**src/rtl/core/crcbc_pkg.sv**
```systemverilog
package crcbc_pkg;

  localparam int COUNT_BITS = 32;
  localparam int LEN_W      = (COUNT_BITS > 32) ? COUNT_BITS : 32;

  localparam logic [31:0] CRC_POLY = 32'hEDB8_8320;
  localparam logic [31:0] CRC_ONES = 32'hFFFF_FFFF;

  localparam int HEADER_LEN  = 8;
  localparam int CHECKED_MIN = 12;
  localparam int SIZE_END    = 4;

  localparam logic [3:0] OFFSET_CHECKED  = 4'd8;
  localparam logic [3:0] OFFSET_FALLBACK = 4'd4;

  localparam logic [1:0] STATUS_MATCH    = 2'd0;
  localparam logic [1:0] STATUS_FALLBACK = 2'd1;
  localparam logic [1:0] STATUS_SHORT    = 2'd2;

  typedef struct packed {
    logic [7:0] data_byte;
    logic       last_byte;
  } beat_t;

  typedef struct packed {
    logic [1:0]  status;
    logic [31:0] raw_size;
    logic [31:0] crc_value;
    logic [3:0]  payload_offset;
    logic [31:0] payload_length;
  } result_t;

endpackage

```
**src/rtl/core/crcbc_if.sv**
```systemverilog
interface crcbc_in_if;
  logic       valid;
  logic       ready;
  logic [7:0] data_byte;
  logic       last_byte;

  modport source (output valid, output data_byte, output last_byte, input ready);
  modport sink (input valid, input data_byte, input last_byte, output ready);
endinterface

interface crcbc_out_if;
  logic        valid;
  logic        ready;
  logic [1:0]  status;
  logic [31:0] raw_size;
  logic [31:0] crc_value;
  logic [3:0]  payload_offset;
  logic [31:0] payload_length;

  modport source (output valid, output status, output raw_size, output crc_value,
                  output payload_offset, output payload_length, input ready);
  modport sink (input valid, input status, input raw_size, input crc_value,
                input payload_offset, input payload_length, output ready);
endinterface

```
**src/rtl/core/crc32_blob_container_check_unit.sv**
```systemverilog
// Path: a final byte is held in the input register, its result is built combinationally
// and loads the output register once that register is free.
// Throughput: one byte per cycle; the byte-wise CRC update is combinational and
// only a final byte waits on a full result register.
// Reset (rst, synchronous, active high) empties both registers and restores the
// byte count, header words and CRC register to their start values.
module crc32_blob_container_check_unit
  import crcbc_pkg::*;
(
  input logic clk,
  input logic rst,
  crcbc_in_if.sink    bytes,
  crcbc_out_if.source results
);

  beat_t   in_beat;
  beat_t   s1_beat;
  logic    s1_valid;
  logic    take;
  logic    out_free;
  logic    res_valid;
  result_t res_next;
  result_t res_q;

  assign in_beat.data_byte = bytes.data_byte;
  assign in_beat.last_byte = bytes.last_byte;

  crcbc_in_reg u_in_reg (
    .clk      (clk),
    .rst      (rst),
    .in_valid (bytes.valid),
    .in_beat  (in_beat),
    .in_ready (bytes.ready),
    .take     (take),
    .valid    (s1_valid),
    .beat     (s1_beat)
  );

  crcbc_accum u_accum (
    .clk       (clk),
    .rst       (rst),
    .valid     (s1_valid),
    .beat      (s1_beat),
    .out_free  (out_free),
    .take      (take),
    .res_valid (res_valid),
    .res       (res_next)
  );

  crcbc_out_reg u_out_reg (
    .clk       (clk),
    .rst       (rst),
    .load      (res_valid),
    .res_in    (res_next),
    .out_ready (results.ready),
    .out_free  (out_free),
    .valid     (results.valid),
    .res       (res_q)
  );

  assign results.status         = res_q.status;
  assign results.raw_size       = res_q.raw_size;
  assign results.crc_value      = res_q.crc_value;
  assign results.payload_offset = res_q.payload_offset;
  assign results.payload_length = res_q.payload_length;

endmodule

```
**src/rtl/core/crcbc_in_reg.sv**
```systemverilog
module crcbc_in_reg
  import crcbc_pkg::*;
(
  input  logic  clk,
  input  logic  rst,
  input  logic  in_valid,
  input  beat_t in_beat,
  output logic  in_ready,
  input  logic  take,
  output logic  valid,
  output beat_t beat
);

  // The held beat leaves in the same cycle a new one arrives.
  assign in_ready = !valid || take;

  always_ff @(posedge clk) begin
    if (rst) begin
      valid <= 1'b0;
    end else if (in_ready) begin
      valid <= in_valid;
    end
  end

  always_ff @(posedge clk) begin
    if (in_ready && in_valid) begin
      beat <= in_beat;
    end
  end

endmodule

```
**src/rtl/core/crcbc_accum.sv**
```systemverilog
module crcbc_accum
  import crcbc_pkg::*;
(
  input  logic    clk,
  input  logic    rst,
  input  logic    valid,
  input  beat_t   beat,
  input  logic    out_free,
  output logic    take,
  output logic    res_valid,
  output result_t res
);

  localparam logic [COUNT_BITS-1:0] COUNT_MAX = {COUNT_BITS{1'b1}};

  logic [COUNT_BITS-1:0] byte_count;
  logic [COUNT_BITS-1:0] byte_count_next;
  logic [31:0]           size_word;
  logic [31:0]           size_word_next;
  logic [31:0]           expected_crc;
  logic [31:0]           expected_crc_next;
  logic [31:0]           running_crc;
  logic [31:0]           running_crc_next;
  logic                  at_max;
  logic [COUNT_BITS-1:0] blob_len;
  logic [LEN_W-1:0]      len_ext;
  logic [LEN_W-1:0]      len_minus_hdr;
  logic [LEN_W-1:0]      len_minus_fb;
  logic [31:0]           actual_crc;

  function automatic logic [31:0] crc_byte(input logic [31:0] crc_in, input logic [7:0] b);
    logic [31:0] c;
    c = crc_in ^ {24'd0, b};
    for (int k = 0; k < 8; k++) begin
      c = c[0] ? ((c >> 1) ^ CRC_POLY) : (c >> 1);
    end
    return c;
  endfunction

  // A non-final byte never produces a result, so it need not wait for the output slot.
  assign take      = valid && (!beat.last_byte || out_free);
  assign res_valid = take && beat.last_byte;

  always_comb begin
    size_word_next    = size_word;
    expected_crc_next = expected_crc;
    running_crc_next  = running_crc;
    if (byte_count < COUNT_BITS'(SIZE_END)) begin
      size_word_next[{byte_count[1:0], 3'b000} +: 8] = beat.data_byte;
    end else if (byte_count < COUNT_BITS'(HEADER_LEN)) begin
      expected_crc_next[{byte_count[1:0], 3'b000} +: 8] = beat.data_byte;
    end else begin
      running_crc_next = crc_byte(running_crc, beat.data_byte);
    end

    at_max          = (byte_count == COUNT_MAX);
    byte_count_next = at_max ? byte_count : byte_count + COUNT_BITS'(1);
    blob_len        = byte_count_next;
    len_ext         = LEN_W'(blob_len);
    len_minus_hdr   = len_ext - LEN_W'(HEADER_LEN);
    len_minus_fb    = len_ext - LEN_W'(OFFSET_FALLBACK);
    actual_crc      = running_crc_next ^ CRC_ONES;

    // The header words are complete whenever the blob is long enough to use them.
    if (blob_len < COUNT_BITS'(HEADER_LEN)) begin
      res.status         = STATUS_SHORT;
      res.raw_size       = '0;
      res.crc_value      = '0;
      res.payload_offset = '0;
      res.payload_length = '0;
    end else if (blob_len >= COUNT_BITS'(CHECKED_MIN) && actual_crc == expected_crc) begin
      res.status         = STATUS_MATCH;
      res.raw_size       = size_word;
      res.crc_value      = actual_crc;
      res.payload_offset = OFFSET_CHECKED;
      res.payload_length = len_minus_hdr[31:0];
    end else begin
      res.status         = STATUS_FALLBACK;
      res.raw_size       = size_word;
      res.crc_value      = '0;
      res.payload_offset = OFFSET_FALLBACK;
      res.payload_length = len_minus_fb[31:0];
    end
  end

  always_ff @(posedge clk) begin
    if (rst || res_valid) begin
      byte_count   <= '0;
      size_word    <= '0;
      expected_crc <= '0;
      running_crc  <= CRC_ONES;
    end else if (take) begin
      byte_count   <= byte_count_next;
      size_word    <= size_word_next;
      expected_crc <= expected_crc_next;
      running_crc  <= running_crc_next;
    end
  end

endmodule

```
**src/rtl/core/crcbc_out_reg.sv**
```systemverilog
module crcbc_out_reg
  import crcbc_pkg::*;
(
  input  logic    clk,
  input  logic    rst,
  input  logic    load,
  input  result_t res_in,
  input  logic    out_ready,
  output logic    out_free,
  output logic    valid,
  output result_t res
);

  assign out_free = !valid || out_ready;

  always_ff @(posedge clk) begin
    if (rst) begin
      valid <= 1'b0;
    end else if (out_free) begin
      valid <= load;
    end
  end

  always_ff @(posedge clk) begin
    if (load) begin
      res <= res_in;
    end
  end

endmodule

```
**src/flat_wrapper.sv**
```systemverilog
// flat-port wrapper written by rule: the top's interface ports become plain ports
module crc32_blob_container_check_unit_flat import crcbc_pkg::*;
  (clk, rst, bytes_valid, bytes_data_byte, bytes_last_byte, bytes_ready, results_valid, results_status, results_raw_size, results_crc_value, results_payload_offset, results_payload_length, results_ready);
  crcbc_in_if bytes_i ();
  crcbc_out_if results_i ();
  input logic clk;
  input logic rst;
  input wire logic [$bits(bytes_i.valid)-1:0] bytes_valid;
  input wire logic [$bits(bytes_i.data_byte)-1:0] bytes_data_byte;
  input wire logic [$bits(bytes_i.last_byte)-1:0] bytes_last_byte;
  output wire logic [$bits(bytes_i.ready)-1:0] bytes_ready;
  output wire logic [$bits(results_i.valid)-1:0] results_valid;
  output wire logic [$bits(results_i.status)-1:0] results_status;
  output wire logic [$bits(results_i.raw_size)-1:0] results_raw_size;
  output wire logic [$bits(results_i.crc_value)-1:0] results_crc_value;
  output wire logic [$bits(results_i.payload_offset)-1:0] results_payload_offset;
  output wire logic [$bits(results_i.payload_length)-1:0] results_payload_length;
  input wire logic [$bits(results_i.ready)-1:0] results_ready;
  assign bytes_i.valid = bytes_valid;
  assign bytes_i.data_byte = bytes_data_byte;
  assign bytes_i.last_byte = bytes_last_byte;
  assign bytes_ready = bytes_i.ready;
  assign results_valid = results_i.valid;
  assign results_status = results_i.status;
  assign results_raw_size = results_i.raw_size;
  assign results_crc_value = results_i.crc_value;
  assign results_payload_offset = results_i.payload_offset;
  assign results_payload_length = results_i.payload_length;
  assign results_i.ready = results_ready;
  crc32_blob_container_check_unit u_core (.clk(clk), .rst(rst), .bytes(bytes_i), .results(results_i));
endmodule
```
**config.mk**
```make
export PLATFORM = sky130hd
export DESIGN_NAME = crc32_blob_container_check_unit_flat
export DESIGN_NICKNAME = d
export VERILOG_FILES = /design/src/rtl/core/crcbc_pkg.sv /design/src/rtl/core/crcbc_if.sv /design/src/rtl/core/crc32_blob_container_check_unit.sv /design/src/rtl/core/crcbc_in_reg.sv /design/src/rtl/core/crcbc_accum.sv /design/src/rtl/core/crcbc_out_reg.sv /design/src/flat_wrapper.sv
export SDC_FILE = /design/constraint.sdc
export NUM_CORES = 1
export LEC_CHECK = 0
export BUFFER_PORTS_ARGS = -buffer_cell sky130_fd_sc_hd__buf_2
export CORE_ASPECT_RATIO = 1.5
export CORE_UTILIZATION = 62
export CTS_BUF_LIST = sky130_fd_sc_hd__clkbuf_8
export DETAILED_ROUTE_END_ITERATION = 8
export GPL_TIMING_DRIVEN = 0
export PLACE_DENSITY_LB_ADDON = 0.08
export SYNTH_ARGS = -nofsm -noshare
export SYNTH_HDL_FRONTEND = slang
export SYNTH_SLANG_ARGS = --single-unit
```
**constraint.sdc**
```tcl
create_clock -name clk -period 7 [get_ports clk]
set_clock_uncertainty 0.1 [all_clocks]
set_input_delay 1.05 -clock clk [delete_from_list [all_inputs] [get_ports clk]]
set_output_delay 1.05 -clock clk [all_outputs]
set_load 0.1 [all_outputs]
```
==> metrics.md, run 1 <==
| Metric | Value |
|---|---|
| Max-cap violations | `0` |
| GRT Util Overall | `0.361` |
| TritonCTS clock tree | `done` |
| WHS | `0.350 ns` |
| DRT Pass-1 Iters | `8` |
| Crit Path Class | `reg2reg` |
| Via density | `6.10` |
| Fin nets | `1,537` |
| Placer congestion estimate | `0.997` |
| Synth Area in Simple Gates | `0.224` |
| Largest cells by area after synthesis | `edfxtp_1, dfxtp_1, xnor2_1` |
| Pleak | `0.00583 µW` |
| Register area | `5850 µm²` |
| Vias in the first global route | `10,600` |
| Finished Layout Cells | `1,810` |
| Core Footprint | `20,400 µm²` |
| Mux contribution to synthesized area | `0.0186` |
| Final Hold Viols | `0` |
| Total grt overflow | `0` |
| I/O pins | `117` |
| Critical path required time | `7.17 ns` |
| Port buffer count | `114` |
| Wire per inst | `21.3 µm` |
| Row count | `64` |
| First-pass GRT wire length | `58,100 µm` |
| CP max FO | `10` |
| Pin count of the biggest net entering global routing | `56` |
| Fraction of layout cells with a size suffix above 1 | `0.153` |
| Status | `finished, final reports clean` |
| Critical path capture point type | `register` |
| Largest vdd supply drop | `0.000236 V` |
| Multi-input logic area | `6650 µm²` |
| Clk Latency, worst-skew pair | `0.57 ns` |
| Die height | `179 µm` |
| Post-synth EDFFs | `108` |
| CP startpoint kind | `register` |
| Relative slew slack | `0.186` |
| Final setup fails | `0` |
| Fin. max-slew vios | `0` |
| Number of CTS-inserted buffers | `37` |
| Main combinational cell family by area after synthesis | `simple AND/OR/NAND/NOR gates` |
| Post-synthesis async set-or-reset flop share | `0` |
| Design Power | `3730 µW` |
| Initial core utilization | `0.634` |
| Routed wire length | `38,500 µm` |
| Crit path time final | `5.51 ns` |
| Max Fclk | `0.182 GHz` |
| Compound-gate portion of the synthesized area | `0.126` |
| H-tree Lvls | `2` |
| Total die area | `21,500 µm²` |
| Clock tree buffer depth | `3` |
| Remaining DRCs | `0` |
| RSZ-0062 raised after global routing | `false` |
| Synth warn | `0` |
| Synth top area share | `0.250` |
| Clock sink total | `238` |
| Adder-Cell Fraction of Synth Area | `0.00773` |
| Worst slew pin tran | `1.21 ns` |
| PostCTS Resize Cnt | `0` |
| Post-CTS Setup Inserts | `0` |
| Setup_tns | `0 ns` |
| Yosys reg bits | `238` |
| Xor/xnor share of the synthesized area | `0.136` |
| Placed cells | `1,741` |
| Post-Route Utilization | `0.722` |
| Sequential-to-total area share from yosys stat | `0.451` |
| Unique cell type count in the Yosys netlist | `72` |
| Avg Inst Size Synth | `9.52 µm²` |
| Post-Synthesis Cells | `1,361` |
| FILL cells | `1,590` |
| Dpl hpwl | `29,100 µm` |
| Worst Hold Class | `reg2reg` |
| Clk pin slew, worst setup/hold paths | `0.06 ns` |
| Initial DRC Count | `915` |
| Ys flop type | `dfxtp_1` |
| Yosys top cell by area | `edfxtp_1` |
| Hold_buf cts | `0` |
| Post-synthesis cell area | `13,000 µm²` |
| Initial antenna violation count | `1` |
| Power per standard cell area | `253 nW/µm²` |
| Root Driver | `clkbuf_8` |
| Area grow syn2layout | `13.8%` |
| WP data arrival | `5.68 ns` |
| Via Count | `11,000` |
| Post-route ant nets | `0` |
| Die X | `120 µm` |
| Final worst path period share | `0.787` |
==> routing by layer <==
layer / global-route usage / part of all wire / vias up
met5: 0 / 0 / -
met4: 0.259 / 0.075 / 0
met3: 0.0515 / 0.051 / 156
met2: 0.662 / 0.52 / 494
met1: 0.372 / 0.36 / 5199
li1: - / - / 5198
==> placed cells by master, fill, tap and decap left out, drive strengths merged, types with 18 or more instances in the layout <==
| cell type | n |
|---|---|
| nor2 | 149 |
| buf | 149 |
| dfxtp | 130 |
| nand2 | 129 |
| edfxtp | 108 |
| clkbuf | 106 |
| a21oi | 85 |
| xnor2 | 79 |
| nor3 | 63 |
| xor2 | 50 |
| and2 | 45 |
| or3 | 44 |
| o21ai | 40 |
| o211ai | 35 |
| nand3 | 29 |
| inv | 28 |
| a211oi | 26 |
| nand4 | 22 |
| a22oi | 18 |
==> cells by family (layout without fill, tap and decap cells) <==
kind of cell             after synthesis  in the layout
AO/OA/AOI/OAI                        253            253
XOR/XNOR                             150            150
adder cells (fa/ha/maj)                8              8
buffers and inverters                112            295
flip-flops                           238            238
multiplexers                          23             23
other                                  1              3
AND/OR/NAND/NOR                      576            576
==> cell usage after synthesis, types with 19 or more instances <==
| cell type | count |
|---|---|
| nor2_1 | 149 |
| dfxtp_1 | 130 |
| nand2_1 | 129 |
| edfxtp_1 | 108 |
| a21oi_1 | 85 |
| xnor2_1 | 68 |
| nor3_1 | 63 |
| clkbuf_1 | 60 |
| xor2_1 | 49 |
| and2_1 | 45 |
| or3_1 | 44 |
| o21ai_0 | 38 |
| o211ai_1 | 34 |
| nand3_1 | 29 |
| a211oi_1 | 26 |
| nand4_1 | 21 |
| buf_2 | 19 |
==> layout make-up <==
type | instances | share of cell area
sequential | 238 | 0.397
multi-input combinational | 1012 | 0.451
inverter | 18 | 0.00458
clock inverter | 22 | 0.0142
timing repair buffer | 115 | 0.0406
buffer | 94 | 0.0276
antenna | 1 | 0.000170
clock buffer | 46 | 0.0429
tap | 264 | 0.0224
==> state kept, by name, summed over array words and instances (netlist names) <==
register and cells:
u_core.u_accum.size_word 32, u_core.u_accum.running_crc 32, u_core.u_in_reg.valid 1, u_core.u_out_reg.valid 1
u_core.u_out_reg.res 99, u_core.u_accum.expected_crc 32, u_core.u_accum.byte_count 32, u_core.u_in_reg.beat 9
==> worst max-delay path, stage by stage (launching register included) <==
cell       delay (ns)
dfxtp_1          0.31
clkbuf_1         0.22
nor4_1           0.51
nand4_1          0.63
nor2_1           0.63
buf_2            0.35
nand4_1          0.15
a2111oi_0        0.69
and2_1           0.23
nand4b_1         0.26
nand2b_1         0.39
buf_2            0.30
a211oi_1         0.45
==> final timing paths <==
check,from,end,slack [ns],cells after the start
worst max-delay path,u_core.u_accum.byte_count[15],u_core.u_out_reg.res[51],1.49,12
worst min-delay path,u_core.u_accum.size_word[12],u_core.u_accum.size_word[12],0.35,2
worst max register to register,u_core.u_accum.byte_count[15],u_core.u_out_reg.res[51],1.49,12
worst min register to register,u_core.u_accum.size_word[12],u_core.u_accum.size_word[12],0.35,2
==> stage by stage <==
step                setup slack [ns]  instance area [µm²]
finish                          1.49                14700
global route                    1.28                14700
CTS                             1.66                14700
floorplan                       1.48                13000
global placement              -0.420                13900
detailed placement              1.68                13900
==> where the power goes <==
part / total [µW] / internal [µW] / switching (µW)
registers: 1530 / 1490 / 37.5
logic: 873 / 287 / 586
clock network: 1320 / 749 / 575
total: 3730 / 2530 / 1200
Power figures use the tool's default switching activity.
==> inputs of run 2 (changes only) <==
--- a/config.mk
+++ b/config.mk
@@ -7,7 +7,7 @@
 export LEC_CHECK = 0
 export BUFFER_PORTS_ARGS = -buffer_cell sky130_fd_sc_hd__buf_2
 export CORE_ASPECT_RATIO = 1.5
-export CORE_UTILIZATION = 62
+export CORE_UTILIZATION = 56
 export CTS_BUF_LIST = sky130_fd_sc_hd__clkbuf_8
 export DETAILED_ROUTE_END_ITERATION = 8
 export GPL_TIMING_DRIVEN = 0
==> constraint.sdc (replaced) <==
create_clock -name clk -period 4.86 [get_ports clk]
set_clock_uncertainty 0.1 [all_clocks]
set_input_delay 0.729 -clock clk [delete_from_list [all_inputs] [get_ports clk]]
set_output_delay 0.729 -clock clk [all_outputs]
set_load 0.1 [all_outputs]
==> run 2 against run 1 <==
Effect of this change: clock-buffer cell count fell by 6; clock power rose by 27%; largest cell class unchanged; setup slack got worse by 1.5 ns; critical endpoint is now u_core.u_out_reg.res[17]; largest power group unchanged; critical path depth did not move; sequential share of layout area fell by 0.26 points; worst hold slack got worse by 0.11 ns; fmax rose by 14%; core utilization fell by 6.4 points; cell area rose by 0.68%; sequential power rose by 44%.
==> metrics.md, run 2 (same netlist as run 1, synthesis figures left out) <==
| Metric | Value |
|---|---|
| Via Count | `10,900` |
| Fin. max-slew vios | `0` |
| Die X | `126 µm` |
| Setup_tns | `0 ns` |
| I/O pins | `117` |
| Commonest non-fill, non-tap cells in the layout | `nor2_1, buf_2, nand2_1, dfxtp_1, edfxtp_1` |
| Critical path required time | `5.08 ns` |
| Crit Path Class | `reg2reg` |
| Relative slew slack | `0.201` |
| Reg-to-reg startpoint | `u_core.u_in_reg.beat[7]` |
| Commonest non-fill, non-tap cell in the layout | `nor2_1` |
| Root Driver | `clkbuf_8` |
| Worst Path Buf+Inv | `1` |
| Final Hold Viols | `0` |
| WHS | `0.242 ns` |
| Port buffer count | `114` |
| Row count | `67` |
| Cell Area, Placed | `13,900 µm²` |
| Area grow syn2layout | `14.6%` |
| CP delay by family, top | `XOR/XNOR gates` |
| Max-cap violations | `0` |
| WP data arrival | `5.04 ns` |
| CP startpoint | `u_core.u_in_reg.beat[7]` |
| Clk pin slew, worst setup/hold paths | `0.06 ns` |
| Slowest stage delay, CP | `0.66 ns` |
| Wire per inst | `21.4 µm` |
| CP cell instances | `xnor2_4 > xnor3_1 > xnor2_1 > o21ai_0 > o22ai_1 > a211oi_1 > nand3_1 > nor4_4 > o21ai_2 > clkbuf_4 > nor3_1 > mux2_2` |
| Worst hold start | `bytes_data_byte[4]` |
| Post-route ant nets | `0` |
| Pleak | `0.00590 µW` |
| Vias in the first global route | `10,400` |
| Hold_buf cts | `0` |
| Routed wire length | `39,200 µm` |
| Total die area | `23,800 µm²` |
| Multi-input logic area | `6730 µm²` |
| Total grt overflow | `0` |
| CP max FO | `10` |
| Max reg flops | `99` |
| GRT Util Overall | `0.332` |
| Critical path capture point type | `register` |
| Number of CTS-inserted buffers | `36` |
| Via density | `5.98` |
| Clk Latency, worst-skew pair | `0.57 ns` |
| Worst slew pin tran | `1.19 ns` |
| DRT Pass-1 Iters | `5` |
| Register area | `5850 µm²` |
| First-pass GRT wire length | `59,000 µm` |
| Placer congestion estimate | `1.01` |
| Crit path time final | `4.82 ns` |
| Final worst path period share | `0.991` |
| Max Fclk | `0.208 GHz` |
| Die height | `188 µm` |
| Diodes inserted | `0` |
| Final setup fails | `0` |
| Status | `finished, final reports clean` |
| FILL cells | `1,919` |
| Final instance area | `14,800 µm²` |
| Worst Hold Class | `in2reg` |
| Final setup margin | `0.0419 ns` |
| Clock tree buffer depth | `3` |
| Post-Route Utilization | `0.658` |
| H-tree Lvls | `2` |
| Fin nets | `1,548` |
| CP max stage cell | `xnor3_1` |
| Initial antenna violation count | `0` |
| Dpl ws | `-0.379 ns` |
| TritonCTS clock tree | `done` |
| Core Footprint | `22,600 µm²` |
| Initial core utilization | `0.575` |
| Power per standard cell area | `348 nW/µm²` |
| Initial DRC Count | `858` |
| Dpl hpwl | `29,400 µm` |
| Largest vdd supply drop | `0.000236 V` |
| CP startpoint kind | `register` |
| Remaining DRCs | `0` |
| Clock sink total | `238` |
| Fraction of layout cells with a size suffix above 1 | `0.169` |
| Top reg by flops | `u_core.u_out_reg.res` |
| Pin count of the biggest net entering global routing | `68` |
## run 2: cell count changes in the layout (fill, tap and decap cells not counted), moves of 4 or more
cell and change:
buf_4 +19, inv_1 +4, clkbuf_8 -6, clkbuf_1 -9
## run 2: worst reg2reg max path, stage by stage, from the launching register on
cell	delay, ns
edfxtp_1	0.64
xnor2_4	0.40
xnor3_1	0.66
xnor2_1	0.27
o21ai_0	0.63
o22ai_1	0.15
a211oi_1	0.32
nand3_1	0.18
nor4_4	0.30
o21ai_2	0.17
clkbuf_4	0.23
nor3_1	0.18
mux2_2	0.36
## run 2: final cells by class
class | instances | share of cell area
flip-flops and latches | 238 | 0.394
repair buffers | 134 | 0.0499
inverters | 18 | 0.00455
clock buffers | 40 | 0.0371
clock inverters | 25 | 0.0115
plain buffers | 87 | 0.0263
well taps | 276 | 0.0233
multi-input cells | 1012 | 0.454
## run 2: path summary, 6_finish.rpt
kind / end / slack (ns) / depth (start not counted)
setup / recovery: u_core.u_out_reg.res[17] / 0.04 / 12
hold / removal: u_core.u_in_reg.beat[5] / 0.24 / 1
setup reg to reg: u_core.u_out_reg.res[17] / 0.04 / 12
hold reg to reg: u_core.u_accum.size_word[19] / 0.35 / 2
## run 2: routing by layer
metal,track usage,part of all wire
met1,0.357,0.37
met5,0,0
met2,0.587,0.51
met3,0.0440,0.042
met4,0.259,0.082
## run 2: what timing repair did
item | CTS | global route
gates cloned | 0 | 0
pin swaps | 2 | 7
resized for setup | 7 | 17
endpoints found under the setup margin | 59 | 71
setup buffers | 8 | 11
## run 2: report_power, final
group          internal [µW]  switching [µW]
registers               2150            53.6
clock network            873             804
logic                    424             866
total                   3450            1720
## run 2: through the flow
step	instances	total power, µW
after floorplan	1362	3150
after global placement	1752	3490
after detailed placement	1753	3490
after CTS	1823	5170
after global routing	1830	5350
final	1830	5170
==> inputs of run 3 (changes only) <==
--- a/config.mk
+++ b/config.mk
@@ -5,7 +5,8 @@
 export SDC_FILE = /design/constraint.sdc
 export NUM_CORES = 1
 export LEC_CHECK = 0
-export BUFFER_PORTS_ARGS = -buffer_cell sky130_fd_sc_hd__buf_2
+export ABC_CLOCK_PERIOD_IN_PS = 4860
+export BUFFER_PORTS_ARGS = -buffer_cell sky130_fd_sc_hd__clkbuf_2
 export CORE_ASPECT_RATIO = 1.5
 export CORE_UTILIZATION = 56
 export CTS_BUF_LIST = sky130_fd_sc_hd__clkbuf_8
==> run 3 against run 2 <==
Effect of this change: clock power about the same; critical path depth is the same; die area unchanged; core utilization is essentially flat; routed wire length is 0.92% lower; via count about the same; register-to-register slack better by 0.09 ns; highest routed layer unchanged; first-iteration DRC count fell by 14%; fmax is 1.9% higher; setup slack better by 0.088 ns; non-clock buffer count decreased by 6; clock-buffer cell count increased by 1.
==> metrics.md, run 3 (same netlist as run 1, synthesis figures left out) <==
| Metric | Value |
|---|---|
| CP startpoint | `u_core.u_in_reg.beat[6]` |
| Reg-to-reg startpoint | `u_core.u_in_reg.beat[6]` |
| Finished Layout Cells | `1,825` |
| Die height | `188 µm` |
| Total grt overflow | `0` |
| Clock tree buffer depth | `3` |
| Worst slew pin tran | `1.20 ns` |
| Fraction of layout cells with a size suffix above 1 | `0.167` |
| Pin count of the biggest net entering global routing | `68` |
| Fin. max-slew vios | `0` |
| Pleak | `0.00590 µW` |
| Max-cap violations | `0` |
| Clk pin slew, worst setup/hold paths | `0.07 ns` |
| Largest vdd supply drop | `0.000247 V` |
| Crit path time final | `4.73 ns` |
| Initial DRC Count | `738` |
| TritonCTS clock tree | `done` |
| Wire length on met2 | `19,700 µm` |
| Via density | `6.00` |
| Metal3 WL | `1810 µm` |
| Routed wire length | `38,900 µm` |
| Post-Route M1 WL | `14,200 µm` |
| GRT Util Overall | `0.329` |
| Vias in the first global route | `10,400` |
| Hold_buf cts | `0` |
| Remaining DRCs | `0` |
| Reg2Reg Depth | `12` |
| Number of CTS-inserted buffers | `37` |
| Post-Route Utilization | `0.658` |
| Via Count | `10,900` |
| Critical path required time | `5.06 ns` |
| Port buffer count | `114` |
| Worst Path Buf+Inv | `1` |
| Area grow syn2layout | `14.5%` |
| Fin nets | `1,543` |
| Row count | `67` |
| CP max FO | `10` |
| CP delay by family, top | `simple AND/OR/NAND/NOR gates` |
| Relative slew slack | `0.195` |
| Max Fclk | `0.211 GHz` |
| Wire per inst | `21.3 µm` |
| FILL cells | `1,916` |
| Setup_tns | `0 ns` |
| I/O pins | `117` |
| Power per standard cell area | `350 nW/µm²` |
| Slowest stage delay, CP | `0.58 ns` |
| Worst path depth | `12` |
| CP cell instances | `xnor2_4 > xnor3_1 > o211a_1 > or4_1 > a22oi_1 > and4_1 > nand3_1 > nor4_4 > o21ai_2 > clkbuf_2 > nor3_1 > mux2_2` |
| Diodes inserted | `0` |
| Reg2reg setup slack | `0.13 ns` |
| Initial core utilization | `0.575` |
| Clock sink total | `238` |
| Worst hold start | `bytes_data_byte[0]` |
| Core Footprint | `22,600 µm²` |
| Critical path capture point type | `register` |
| DRT Pass-1 Iters | `7` |
| Initial antenna violation count | `0` |
| Commonest non-fill, non-tap cells in the layout | `nor2_1, nand2_1, dfxtp_1, clkbuf_2, edfxtp_1` |
| Placer congestion estimate | `0.995` |
| Worst Hold Class | `in2reg` |
| Final worst path period share | `0.973` |
| Root Driver | `clkbuf_8` |
| Status | `finished, final reports clean` |
| Dpl hpwl | `29,100 µm` |
| Cell Area, Placed | `13,900 µm²` |
| Placed cells | `1,753` |
| FF-to-FF End | `u_core.u_out_reg.res[23]` |
| Final Hold Viols | `0` |
| First-pass GRT wire length | `59,000 µm` |
| Post-route ant nets | `0` |
| Top reg by flops | `u_core.u_out_reg.res` |
| Commonest non-fill, non-tap cell in the layout | `nor2_1` |
| H-tree Lvls | `2` |
| Setup crit end | `u_core.u_out_reg.res[23]` |
| Final setup fails | `0` |
| Clk Latency, worst-skew pair | `0.56 ns` |
| WP data arrival | `4.93 ns` |
| Total die area | `23,800 µm²` |
| Max reg flops | `99` |
| Design Power | `5190 µW` |
| Final instance area | `14,800 µm²` |
| CP max stage cell | `xnor3_1` |
| Die X | `126 µm` |
| CP startpoint kind | `register` |
| Top routing layer in use | `met4` |
| Crit Path Class | `reg2reg` |
## run 3: cell count changes in the layout (fill, tap and decap cells not counted), sizes merged
cell      before  now
clkinvlp       1    3
buf          167   53
clkbuf        94  203
inv           32   30
## run 3: through the flow
step           hold slack (ns)  setup WS (ns)
2_1_floorplan            0.332          0.797
3_3_place_gp             0.339         -0.293
6_report                 0.243          0.130
4_1_cts                  0.212        0.00192
3_5_place_dp             0.345         -0.317
5_1_grt                  0.222       -0.00689
## run 3: area by class of cell
class | count | area [µm²] | share of cell area
Timing Repair Buffer | 133 | 733 | 0.0494
Multi-Input combinational cell | 1012 | 6750 | 0.455
Clock inverter | 25 | 164 | 0.0110
Clock buffer | 41 | 564 | 0.0380
Sequential cell | 238 | 5850 | 0.394
Inverter | 18 | 67.6 | 0.00455
Tap cell | 276 | 345 | 0.0233
Buffer | 82 | 369 | 0.0249
## run 3: worst min path at each step
| stage | to | slack, ns | depth (start not counted) |
|---|---|---|---|
| 6_report | u_core.u_in_reg.beat[1] | 0.24 | 1 |
| 2_1_floorplan | u_core.u_accum.size_word[10] | 0.33 | 2 |
| 3_5_place_dp | u_core.u_accum.size_word[22] | 0.35 | 2 |
| 5_1_grt | u_core.u_in_reg.beat[1] | 0.22 | 1 |
| 4_1_cts | u_core.u_in_reg.beat[1] | 0.21 | 1 |
| 3_3_place_gp | u_core.u_accum.size_word[10] | 0.34 | 2 |
## run 3: timing repair
item	CTS	global route
pin swaps	2	3
resized for setup	6	22
endpoints found under the setup margin	38	73
setup buffers	10	8
## run 3: per-layer routing
layer,GRT usage,vias up
met2,0.585,422
met5,0,-
met4,0.253,0
li1,-,5221
met3,0.0451,163
met1,0.352,5136
## run 3: power by group
part	total, µW	switching, µW	leakage, µW	internal [µW]
Clock	1690	804	0.000405	884
Sequential	2210	53.6	0.00209	2150
Combinational	1300	869	0.00340	429
Total	5190	1730	0.00590	3460
